`src/hdl/rdc_pkg.sv`:
```
// Shared types and constants for the ratio duty controller.
`timescale 1ns / 1ps
package rdc_pkg;

   localparam int TARGET_W     = 12;
   localparam int LIMIT_W      = 16;
   localparam int CSR_DATA_W   = 16;
   localparam int TARGET_RESET = 400;
   localparam int LIMIT_RESET  = 20000;

   typedef enum logic [0:0] {
      CSR_TARGET_LEVEL = 1'b0,
      CSR_DUTY_LIMIT   = 1'b1
   } csr_index_type;

   typedef struct packed {
      logic load;
      logic mul_step;
      logic div_step;
   } alu_ctrl_type;

endpackage

```
`src/hdl/rdc_shared_alu.sv`:
```
// Shared adder datapath: serial shift-add multiply then restoring divide.
`timescale 1ns / 1ps
module rdc_shared_alu #(
   parameter int DUTY_BITS = 16,
   parameter int NUM_BITS  = 13
) (
   input  logic                               clock,
   input  rdc_pkg::alu_ctrl_type              ctrl,
   input  logic [DUTY_BITS-1:0]               a_in,
   input  logic [NUM_BITS-1:0]                num_in,
   input  logic [NUM_BITS-1:0]                den_in,
   output logic [DUTY_BITS+NUM_BITS:0]        quotient
);
   import rdc_pkg::*;

   localparam int PW = DUTY_BITS + NUM_BITS + 1;
   localparam int HW = DUTY_BITS + 1;
   localparam int AW = ((HW > NUM_BITS + 1) ? HW : NUM_BITS + 1) + 1;

   logic [PW-1:0]        p_ff, p_in;
   logic [NUM_BITS-1:0]  r_ff, r_in;
   logic [NUM_BITS-1:0]  den_ff;
   logic [DUTY_BITS-1:0] a_ff;
   logic [NUM_BITS:0]    rs;
   logic [AW-1:0]        op_a, op_b, sum;
   logic                 cin;

   assign rs = {r_ff, p_ff[PW-1]};

   always_comb begin
      op_a = '0;
      op_b = '0;
      cin  = 1'b0;
      if (ctrl.div_step) begin
         op_a = AW'(rs);
         op_b = ~AW'(den_ff);
         cin  = 1'b1;
      end else begin
         op_a = AW'(p_ff[PW-1:NUM_BITS]);
         op_b = p_ff[0] ? AW'(a_ff) : '0;
      end
   end

   assign sum = op_a + op_b + AW'(cin);

   always_comb begin
      p_in = p_ff;
      r_in = r_ff;
      if (ctrl.load) begin
         p_in = PW'(num_in);
         r_in = '0;
      end else if (ctrl.mul_step) begin
         p_in = {sum[HW-1:0], p_ff[NUM_BITS-1:0]} >> 1;
      end else if (ctrl.div_step) begin
         if (!sum[AW-1]) begin
            r_in = sum[NUM_BITS-1:0];
            p_in = {p_ff[PW-2:0], 1'b1};
         end else begin
            r_in = rs[NUM_BITS-1:0];
            p_in = {p_ff[PW-2:0], 1'b0};
         end
      end
   end

   always_ff @(posedge clock) begin
      p_ff <= p_in;
      r_ff <= r_in;
      if (ctrl.load) begin
         a_ff   <= a_in;
         den_ff <= den_in;
      end
   end

   assign quotient = p_ff;

endmodule

```
`src/hdl/ratio_duty_controller_core.sv`:
```
// Ratio duty controller: per-sample duty update by exact rational scaling.
// Sequence: an accepted sample whose duty is scaled passes through the multiply state and the divide
// state before the output state; the zero-sample, hold and zero-duty cases go straight to output.
// One word is in progress at a time: req_ready is high only in idle, once the previous result is registered.
// The serial multiply runs SAMPLE_BITS+1 steps and the divide SAMPLE_BITS+DUTY_BITS+2 steps.
// Reset: synchronous; clears last sample and last duty, loads target 400 and limit 20000.
`timescale 1ns / 1ps
module ratio_duty_controller_core #(
   parameter int SAMPLE_BITS = 12,
   parameter int DUTY_BITS   = 16
) (
   input  logic                              clock,
   input  logic                              reset,
   input  logic                              req_valid,
   output logic                              req_ready,
   input  logic [SAMPLE_BITS-1:0]            req_measured_value,
   output logic                              rsp_valid,
   input  logic                              rsp_ready,
   output logic [DUTY_BITS-1:0]              rsp_duty,
   input  logic                              csr_wr_en,
   input  rdc_pkg::csr_index_type            csr_index,
   input  logic [rdc_pkg::CSR_DATA_W-1:0]    csr_wdata
);
   import rdc_pkg::*;

   localparam int NW    = SAMPLE_BITS + 1;
   localparam int PW    = DUTY_BITS + NW + 1;
   localparam int DW    = SAMPLE_BITS + 2;
   localparam int CW    = $clog2(PW);
   localparam int TGT_W = (SAMPLE_BITS < TARGET_W) ? SAMPLE_BITS : TARGET_W;
   localparam int LIM_W = (DUTY_BITS < LIMIT_W) ? DUTY_BITS : LIMIT_W;

   typedef enum logic [3:0] {
      ST_IDLE = 4'b0001,
      ST_MUL  = 4'b0010,
      ST_DIV  = 4'b0100,
      ST_OUT  = 4'b1000
   } state_type;

   typedef enum logic [1:0] {
      KIND_HALF,
      KIND_KEEP,
      KIND_ZERO,
      KIND_SCALE
   } kind_type;

   state_type               state_ff;
   kind_type                kind_ff, kind_in;
   logic [CW-1:0]           cnt_ff;
   logic [TGT_W-1:0]        target_ff;
   logic [LIM_W-1:0]        limit_ff;
   logic [SAMPLE_BITS-1:0]  last_sample_ff;
   logic [DUTY_BITS-1:0]    last_duty_ff;
   logic                    rsp_valid_ff;
   logic [DUTY_BITS-1:0]    rsp_duty_ff;

   logic signed [DW-1:0]    d1, d2, dsum, nd1, ndsum, dgap;
   logic                    d1_pos, d1_neg, d2_pos, d2_neg;
   logic [NW-1:0]           num_in, den_in;
   logic                    accept;
   alu_ctrl_type            alu_ctrl;
   logic [PW-1:0]           quotient;
   logic [PW-1:0]           raw_duty;
   logic [DUTY_BITS-1:0]    duty_res;

   assign d1    = $signed({2'b00, req_measured_value}) - $signed({2'b00, last_sample_ff});
   assign d2    = $signed({{(DW-TGT_W){1'b0}}, target_ff})
                - $signed({2'b00, req_measured_value});
   assign dsum  = d1 + d2;
   assign nd1   = -d1;
   assign ndsum = -dsum;
   assign dgap  = d2 - d1;

   assign d1_neg = d1[DW-1];
   assign d2_neg = d2[DW-1];
   assign d1_pos = !d1_neg && (d1 != '0);
   assign d2_pos = !d2_neg && (d2 != '0);

   always_comb begin
      kind_in = KIND_KEEP;
      num_in  = '0;
      den_in  = '0;
      if (req_measured_value == '0) begin
         kind_in = KIND_HALF;
      end else if (d1_pos && d2_pos) begin
         kind_in = KIND_SCALE;
         num_in  = NW'(d2);
         den_in  = NW'(d1);
      end else if (d1_neg && d2_pos) begin
         kind_in = KIND_SCALE;
         num_in  = NW'(dgap);
         den_in  = NW'(nd1);
      end else if (d1_pos && d2_neg) begin
         if (dsum[DW-1] || (dsum == '0)) begin
            kind_in = KIND_ZERO;
         end else begin
            kind_in = KIND_SCALE;
            num_in  = NW'(d1);
            den_in  = NW'(dsum);
         end
      end else if (d1_neg && d2_neg) begin
         kind_in = KIND_SCALE;
         num_in  = NW'(nd1);
         den_in  = NW'(ndsum);
      end
   end

   assign accept            = (state_ff == ST_IDLE) && req_valid;
   assign alu_ctrl.load     = accept;
   assign alu_ctrl.mul_step = (state_ff == ST_MUL);
   assign alu_ctrl.div_step = (state_ff == ST_DIV);

   rdc_shared_alu #(
      .DUTY_BITS (DUTY_BITS),
      .NUM_BITS  (NW)
   ) u_rdc_shared_alu (
      .clock    (clock),
      .ctrl     (alu_ctrl),
      .a_in     (last_duty_ff),
      .num_in   (num_in),
      .den_in   (den_in),
      .quotient (quotient)
   );

   always_comb begin
      case (kind_ff)
         KIND_HALF:  raw_duty = PW'(limit_ff >> 1);
         KIND_KEEP:  raw_duty = PW'(last_duty_ff);
         KIND_SCALE: raw_duty = quotient;
         default:    raw_duty = '0;
      endcase
      if (raw_duty > PW'(limit_ff))
         duty_res = DUTY_BITS'(limit_ff);
      else
         duty_res = raw_duty[DUTY_BITS-1:0];
   end

   always_ff @(posedge clock) begin
      if (reset) begin
         state_ff       <= ST_IDLE;
         cnt_ff         <= '0;
         rsp_valid_ff   <= 1'b0;
         last_sample_ff <= '0;
         last_duty_ff   <= '0;
         target_ff      <= TGT_W'(TARGET_RESET);
         limit_ff       <= LIM_W'(LIMIT_RESET);
      end else begin
         if (csr_wr_en) begin
            unique case (csr_index)
               CSR_TARGET_LEVEL: target_ff <= csr_wdata[TGT_W-1:0];
               CSR_DUTY_LIMIT:   limit_ff  <= csr_wdata[LIM_W-1:0];
               default: ;
            endcase
         end
         if (rsp_valid_ff && rsp_ready && (state_ff != ST_OUT))
            rsp_valid_ff <= 1'b0;
         unique case (state_ff)
            ST_IDLE: begin
               if (req_valid) begin
                  last_sample_ff <= req_measured_value;
                  cnt_ff         <= '0;
                  state_ff       <= (kind_in == KIND_SCALE) ? ST_MUL : ST_OUT;
               end
            end
            ST_MUL: begin
               if (cnt_ff == CW'(NW - 1)) begin
                  cnt_ff   <= '0;
                  state_ff <= ST_DIV;
               end else begin
                  cnt_ff <= cnt_ff + 1'b1;
               end
            end
            ST_DIV: begin
               if (cnt_ff == CW'(PW - 1))
                  state_ff <= ST_OUT;
               else
                  cnt_ff <= cnt_ff + 1'b1;
            end
            ST_OUT: begin
               if (!rsp_valid_ff || rsp_ready) begin
                  rsp_valid_ff <= 1'b1;
                  last_duty_ff <= duty_res;
                  state_ff     <= ST_IDLE;
               end
            end
            default: state_ff <= ST_IDLE;
         endcase
      end
   end

   always_ff @(posedge clock) begin
      if (accept)
         kind_ff <= kind_in;
      if ((state_ff == ST_OUT) && (!rsp_valid_ff || rsp_ready))
         rsp_duty_ff <= duty_res;
   end

   assign req_ready = (state_ff == ST_IDLE);
   assign rsp_valid = rsp_valid_ff;
   assign rsp_duty  = rsp_duty_ff;

endmodule

```
`config.mk`:
```
export PLATFORM = sky130hd
export DESIGN_NAME = ratio_duty_controller_core
export DESIGN_NICKNAME = d
export VERILOG_FILES = /design/src/hdl/rdc_pkg.sv /design/src/hdl/rdc_shared_alu.sv /design/src/hdl/ratio_duty_controller_core.sv
export SDC_FILE = /design/constraint.sdc
export NUM_CORES = 1
export LEC_CHECK = 0
export ABC_AREA = 0
export BUFFER_PORTS_ARGS = -buffer_cell sky130_fd_sc_hd__buf_2
export CAP_MARGIN = 15
export CORE_ASPECT_RATIO = 1.2
export CORE_UTILIZATION = 30
export DETAILED_ROUTE_END_ITERATION = 6
export PLACE_DENSITY_LB_ADDON = 0.1
export SLEW_MARGIN = 40
export SYNTH_ARGS = -nofsm -noshare
export SYNTH_HDL_FRONTEND = slang
export SYNTH_SLANG_ARGS = --single-unit
export TNS_END_PERCENT = 1
```
`constraint.sdc`:
```
create_clock -name clock -period 5.2 [get_ports clock]
set_clock_uncertainty 0.1 [all_clocks]
set_input_delay 0.78 -clock clock [delete_from_list [all_inputs] [get_ports clock]]
set_output_delay 0.78 -clock clock [all_outputs]
set_load 0.05 [all_outputs]
```
# [Word-level counts from Yosys, hierarchy flattened]
# Cells that the tools add are included.
[word_totals] ff_bits=156 out_inout_bits=18
[op_classes] n_addsub=9 bitwise_logic=3 order_cmp=1 n_reduce_logical=31 n_eq_ne=15 n_mux=41
[op_table] operator="$mux 13" count=13
[op_table] operator="$pmux 30 s3" count=1
[op_table] operator="$mux 29" count=2
[op_table] operator="$mux 16" count=2
[op_table] operator="$gt 30x16->1" count=1
[op_table] operator="$reduce_bool 14->1" count=2
[op_table] operator="$neg 13->13" count=2
[op_table] operator="$sub 12x12->13" count=2
[op_table] operator="$mux 4" count=5
[op_table] operator="$add 17x18->18" count=1
[op_table] operator="$add 18x1->18" count=1
[op_table] operator="$mux 18" count=1
[op_table] operator="$not 13->18" count=1
[op_table] operator="$mux 17" count=1
[op_table] operator="$pmux 4 s4" count=1
[op_table] operator="$mux 5" count=3
[op_table] operator="$pmux 5 s3" count=1
[op_table] operator="$add 13x13->14" count=1
[op_table] operator="$logic_not 14->1" count=1
[op_table] operator="$sub 13x13->13" count=1
[op_table] operator="$logic_not 12->1" count=1
[op_table] operator="$logic_and 1x1->1" count=10
[op_table] operator="$mux 2" count=5
[op_table] operator="$reduce_and 2->1" count=5
[op_table] operator="22 further kinds" count=36

# [Depth between registers and ports, before layout]
[logic_depth] depth_word=13 ltp_mapped=22 depth_no_buf=20

# [Cells and area by module]
# Synthesis repeated with hierarchy kept, for this count alone.
[unflattened] hier_cells=1437 area_unflattened_um2=12166.7
[modules_own_cells] module="ratio_duty_controller_core" instances=1 area_per_inst_um2=8044.0 seq_area_each_um2=1861.8 cells_each=1019
[modules_own_cells] module="rdc_shared_alu" instances=1 area_per_inst_um2=4122.7 seq_area_each_um2=1861.8 cells_each=418

# [Least setup slack after synthesis]
# Ideal clock, no wire load.
[synth_timing] path_type="input to register" from="in req_measured_value[0]" to="reg u_rdc_shared_alu.p_ff[0] (netlist: u_rdc_shared_alu.quotient[0]), data pin" arrival_time_ps=4940 required_time_ps=4843 path_buffers=3 path_stages=22 setup_ps=257 setup_slack_ps=-97 cell_sequence="inv_1 -> ha_1 -> fa_1 -> and2b_1 -> o21a_1 -> or3_1 -> and2_1 -> buf_4 -> ha_1 -> clkbuf_1 -> or2_2 -> a21oi_1 -> o21bai_1 -> a41oi_1 -> or3_1 -> a21oi_1 -> a211oi_2 -> nor4_1 -> buf_2 -> or2_2 -> o2111ai_1 -> a32o_1"
[synth_between] elab_chain_cells=10 elab_cells_between_ends=25
[synth_rtl] item="start, declared" line_no="ratio_duty_controller_core.sv:16" rtl="input logic [SAMPLE_BITS-1:0] req_measured_value,"
[synth_rtl] item="$sub 12x12->13 (on tied branches)" line_no="ratio_duty_controller_core.sv:66, ratio_duty_controller_core.sv:68"
[synth_rtl] item="$add 13x13->14" line_no="ratio_duty_controller_core.sv:69" rtl="assign dsum = d1 + d2;"
[synth_rtl] item="$logic_not 14->1" line_no="ratio_duty_controller_core.sv:94" rtl="if (dsum[DW-1] || (dsum == '0)) begin"
[synth_rtl] item="$logic_or 1x1->1" line_no="ratio_duty_controller_core.sv:94"
[synth_rtl] item="$mux 13" line_no="ratio_duty_controller_core.sv:94"
[synth_rtl] item="$mux 13" line_no="ratio_duty_controller_core.sv:93" rtl="end else if (d1_pos && d2_neg) begin"
[synth_rtl] item="$mux 13" line_no="ratio_duty_controller_core.sv:89" rtl="end else if (d1_neg && d2_pos) begin"
[synth_rtl] item="$mux 13" line_no="ratio_duty_controller_core.sv:85" rtl="end else if (d1_pos && d2_pos) begin"
[synth_rtl] item="$mux 13 (*)" line_no="ratio_duty_controller_core.sv:83" rtl="if (req_measured_value == '0) begin"
[synth_rtl] item="$mux 13 (*)" line_no="rdc_shared_alu.sv:49" rtl="if (ctrl.load) begin"
[synth_rtl] item="named net u_rdc_shared_alu.p_in[0]" line_no="rdc_shared_alu.sv:20" rtl="logic [PW-1:0] p_ff, p_in;"
[synth_rtl] item="end signal, assigned" line_no="rdc_shared_alu.sv:66" rtl="p_ff <= p_in;"
[synth_rtl] item="end, declared" line_no="rdc_shared_alu.sv:20"
# The timed path passes the listed nets; every way through them passes the cells marked *.
# A chain may end at the register's enable or synchronous reset.

# [Final worst setup path]
[layout_timing] from="in req_measured_value[0]" to="reg u_rdc_shared_alu.den_ff[10], data pin"
[layout_between] elab_chain_cells=8 elab_cells_between_ends=23
[layout_rtl] item="branches (longest 8 deep; another with $add 13x13->14)"
[layout_rtl] item="end signal, assigned" line_no="rdc_shared_alu.sv:70" rtl="den_ff <= den_in;"
[layout_rtl] item="end, declared" line_no="rdc_shared_alu.sv:22" rtl="logic [NUM_BITS-1:0] den_ff;"
# Several ways; the timed one is not identified.

==> impl_metrics.py <==
metrics = {
    "routing": {
        "post_drt_wl_per_cell_um": 19.58,
        "route.detailed.drc": 0,
        "wl_um": 39720,
        "viasPerCell": 5.230,
        "drt_iter0_markers": 598,
        "vias": 10610,
        "drtAntennaViolNets": 0,
        "dr.pass1.iters": 5,
    },
    "pwr": {
        "swShare": 0.4262,
        "p_total_w": 0.006636,
        "power-per-cell-area_mw_per_mm2": 476.3,
        "combinationalPowerShare": 0.549,
        "p_leak_nw": 5.680,
        "clockPowerShare": 0.193,
        "power_switching_w": 0.002828,
        "intPower_w": 0.003807,
        "ir_drop_uv": 323.1,
        "seqPwrFrac": 0.258,
    },
    "layout": {
        "fin_area_mm2": 0.01393,
        "fin_nets": 1661,
        "area_growth_pct": 20.16,
        "diodes": 0,
        "layout-drive-gt1-share": 0.2066,
        "fin_cells": 2029,
    },
    "synth": {
        "synth_cell_types": 87,
        "syn_inst": 1394,
        "ys_seq_elements": 156,
        "yosys-top-cells-count": "190 x nand2_1, 100 x a21oi_1, 96 x dfxtp_1, 95 x nor2_1, 85 x ha_1",
        "synthesis.nets": 1519,
        "yosysMostFrequentCell": "nand2_1",
        "synthArstFlopShare": 0,
        "synth_seq_area_share": 0.3212,
        "synth.avg_cell_area_um2": 8.317,
        "synth_edf_count": 60,
        "synth_largest_area_cell": "dfxtp_1",
        "synth_area_leaders": "dfxtp_1 17%, edfxtp_1 16%, ha_1 9.2%",
        "synth-warning-count": 0,
        "synth-main-ff-cell": "dfxtp_1",
        "syn-cell-area_mm2": 0.01159,
        "yosysTopAreaCellShare": 0.1658,
    },
    "die": {
        "die_w_um": 181.5,
        "die_h_um": 217.3,
        "ioPinCount": 52,
        "rows": 78,
        "initial_core_util": 0.3054,
        "die_area_mm2": 0.03944,
        "core_area_mm2": 0.03796,
    },
    "cts": {
        "holdBufCountCts": 0,
        "clock-sinks": 156,
        "clock_latency_ps": 450,
        "clockRootBuffer": "clkbuf_16",
        "cts_tree": "yes",
        "cts_buffer_depth": 2,
        "clkTransAtPathRegs_ps": 70,
        "h-tree-depth": 4,
        "cts-buffers-inserted": 17,
        "post-cts-setup-buffer-count": 0,
    },
    "placement": {
        "gp_congestion": 0.8537,
        "place_inst": 1997,
        "place_area_mm2": 0.01331,
        "dp_hpwl_um": 31690,
        "port_buffers": 51,
    },
    "sta": {
        "fmax_mhz": 201.5,
        "finalHoldViolCount": 0,
        "finalSetupViolations": 0,
        "max_slew_margin": 0.4952,
        "maxSlewViolCount": 0,
        "fin_crit_ps": 4964,
        "period_share": 0.9545,
        "tightest_slew_ps": 757.2,
        "rsz0062_at_grt": "false",
    },
    "run_status": {
        "status": "complete, no violations",
    },
    "setup_path": {
        "critPathLaunchType": "primary input",
        "endpoint_kind": "flip-flop",
        "r2r_slack_ps": 370,
        "criticalPathCategory": "in2reg",
        "crit_start": "req_measured_value[0]",
        "cp_data_required_time_ps": 5370,
        "reg2reg_from": "state_ff[3]",
        "critPathArrivalTime_ps": 5140,
        "crit_fanout": 8,
    },
    "run": {
        "cap_violations": 0,
    },
    "global_routing": {
        "grt_antenna_before_repair": 0,
        "grt_max_degree": 54,
        "grt_remaining_overflow": 0,
        "grt_pass1_vias": 10400,
        "grt_pass1_wl_um": 60750,
        "groute.usage.overall": 0.2034,
    },
    "min_path": {
        "min-delay-start": "last_sample_ff[4]",
        "holdCritPathClass": "reg2reg",
    },
}
-- through the flow --
step                  util  setup TNS, ps  hold WS [ps]  setup slack [ps]
floorplan                -              0         318.2             67.56
global placement    0.3493          -3617         339.8            -294.4
detailed placement  0.3505          -5517         347.7            -349.1
CTS                 0.3659              0         359.2             113.4
global route        0.3670              0         373.0             6.901
finish              0.3670              0         355.2             236.4
-- layout make-up --
class	instances	area (um^2)
fill	4049	24030
multi-input combinational	1075	7292
sequential	156	3724
timing repair buffer	198	1399
tap	480	600.6
clock buffer	18	450.4
inverter	88	332.8
clock inverter	14	132.6
-- logic make-up after synthesis --
kind of cell / after synthesis / synth area share
xor+xnor: 53 / 0.04166
fa+ha+maj: 91 / 0.1021
simple gates: 473 / 0.1946
compound gates: 403 / 0.2335
flops: 156 / 0.3212
buf+inv: 163 / 0.05623
mux: 55 / 0.05072
-- path summary, 6_finish.rpt --
kind / endpoint / cells after the start
max: u_rdc_shared_alu.den_ff[10] / 21
min: last_sample_ff[4] / 2
max reg2reg: u_rdc_shared_alu.quotient[0] / 16
min reg2reg: last_sample_ff[4] / 2
-- layer usage --
metal / track usage / vias up / wire length [um]
met5: 0 / - / 0
met4: 0.07119 / 0 / 958
met3: 0.02058 / 35 / 992
met2: 0.3677 / 165 / 20420
met1: 0.2494 / 5066 / 17350
li1: - / 5346 / -
-- flip-flops by register name, summed over array words and instances, names as in the netlist --
signal	count
last_duty_ff	16
target_ff	12
u_rdc_shared_alu.den_ff	13
u_rdc_shared_alu.r_ff	13
limit_ff	16
kind_ff	2
cnt_ff	5
u_rdc_shared_alu.quotient	30
rsp_duty	16
state_ff	4
last_sample_ff	12
rsp_valid	1
u_rdc_shared_alu.a_ff	16
-- critical path, cell delays in order --
cell and delay (ps):
buf_2 130, inv_1 50, ha_1 220, fa_1 380
and2b_1 240, o2111ai_1 140, a21boi_0 190, a21o_1 200
buf_4 130, ha_1 350, o21bai_2 260, a41oi_4 200
buf_4 200, or4b_1 450, nand3_1 110, nor4_1 60
buf_4 180, or2_2 320, buf_4 140, o221a_2 280
nor4_2 110
-- cells in the final DEF (no fill, tap or decap), drive strengths merged, types with 17 or more instances in the layout --
cell type / synthesis / routed
buf: 22 / 198
nand2: 192 / 192
a21oi: 103 / 103
dfxtp: 96 / 96
nor2: 95 / 95
inv: 86 / 92
o21ai: 86 / 86
ha: 85 / 85
edfxtp: 60 / 60
nand3: 34 / 34
mux2: 30 / 30
xnor2: 30 / 30
mux2i: 25 / 25
xor2: 23 / 23
nor3: 23 / 23
nor2b: 21 / 21
clkbuf: 53 / 18
a211oi: 18 / 18
a31oi: 17 / 17
o21a: 17 / 17
-- power by group through the flow --
stage | Clock [W] | Combinational (W) | Sequential (W)
after global placement | 0 | 0.00361 | 0.00174
final | 0.00128 | 0.00364 | 0.00171
after CTS | 0.00131 | 0.00363 | 0.00172
after global routing | 0.00136 | 0.00399 | 0.00174
after detailed placement | 0 | 0.00362 | 0.00174
after floorplan | 0 | 0.00223 | 0.00167
-- repair_timing --
item                       4_1_cts  5_1_grt
hold endpoints to repair         0        0
setup endpoints to repair        0       24
resized for setup                0        8
(Power assumes the default switching activity.)
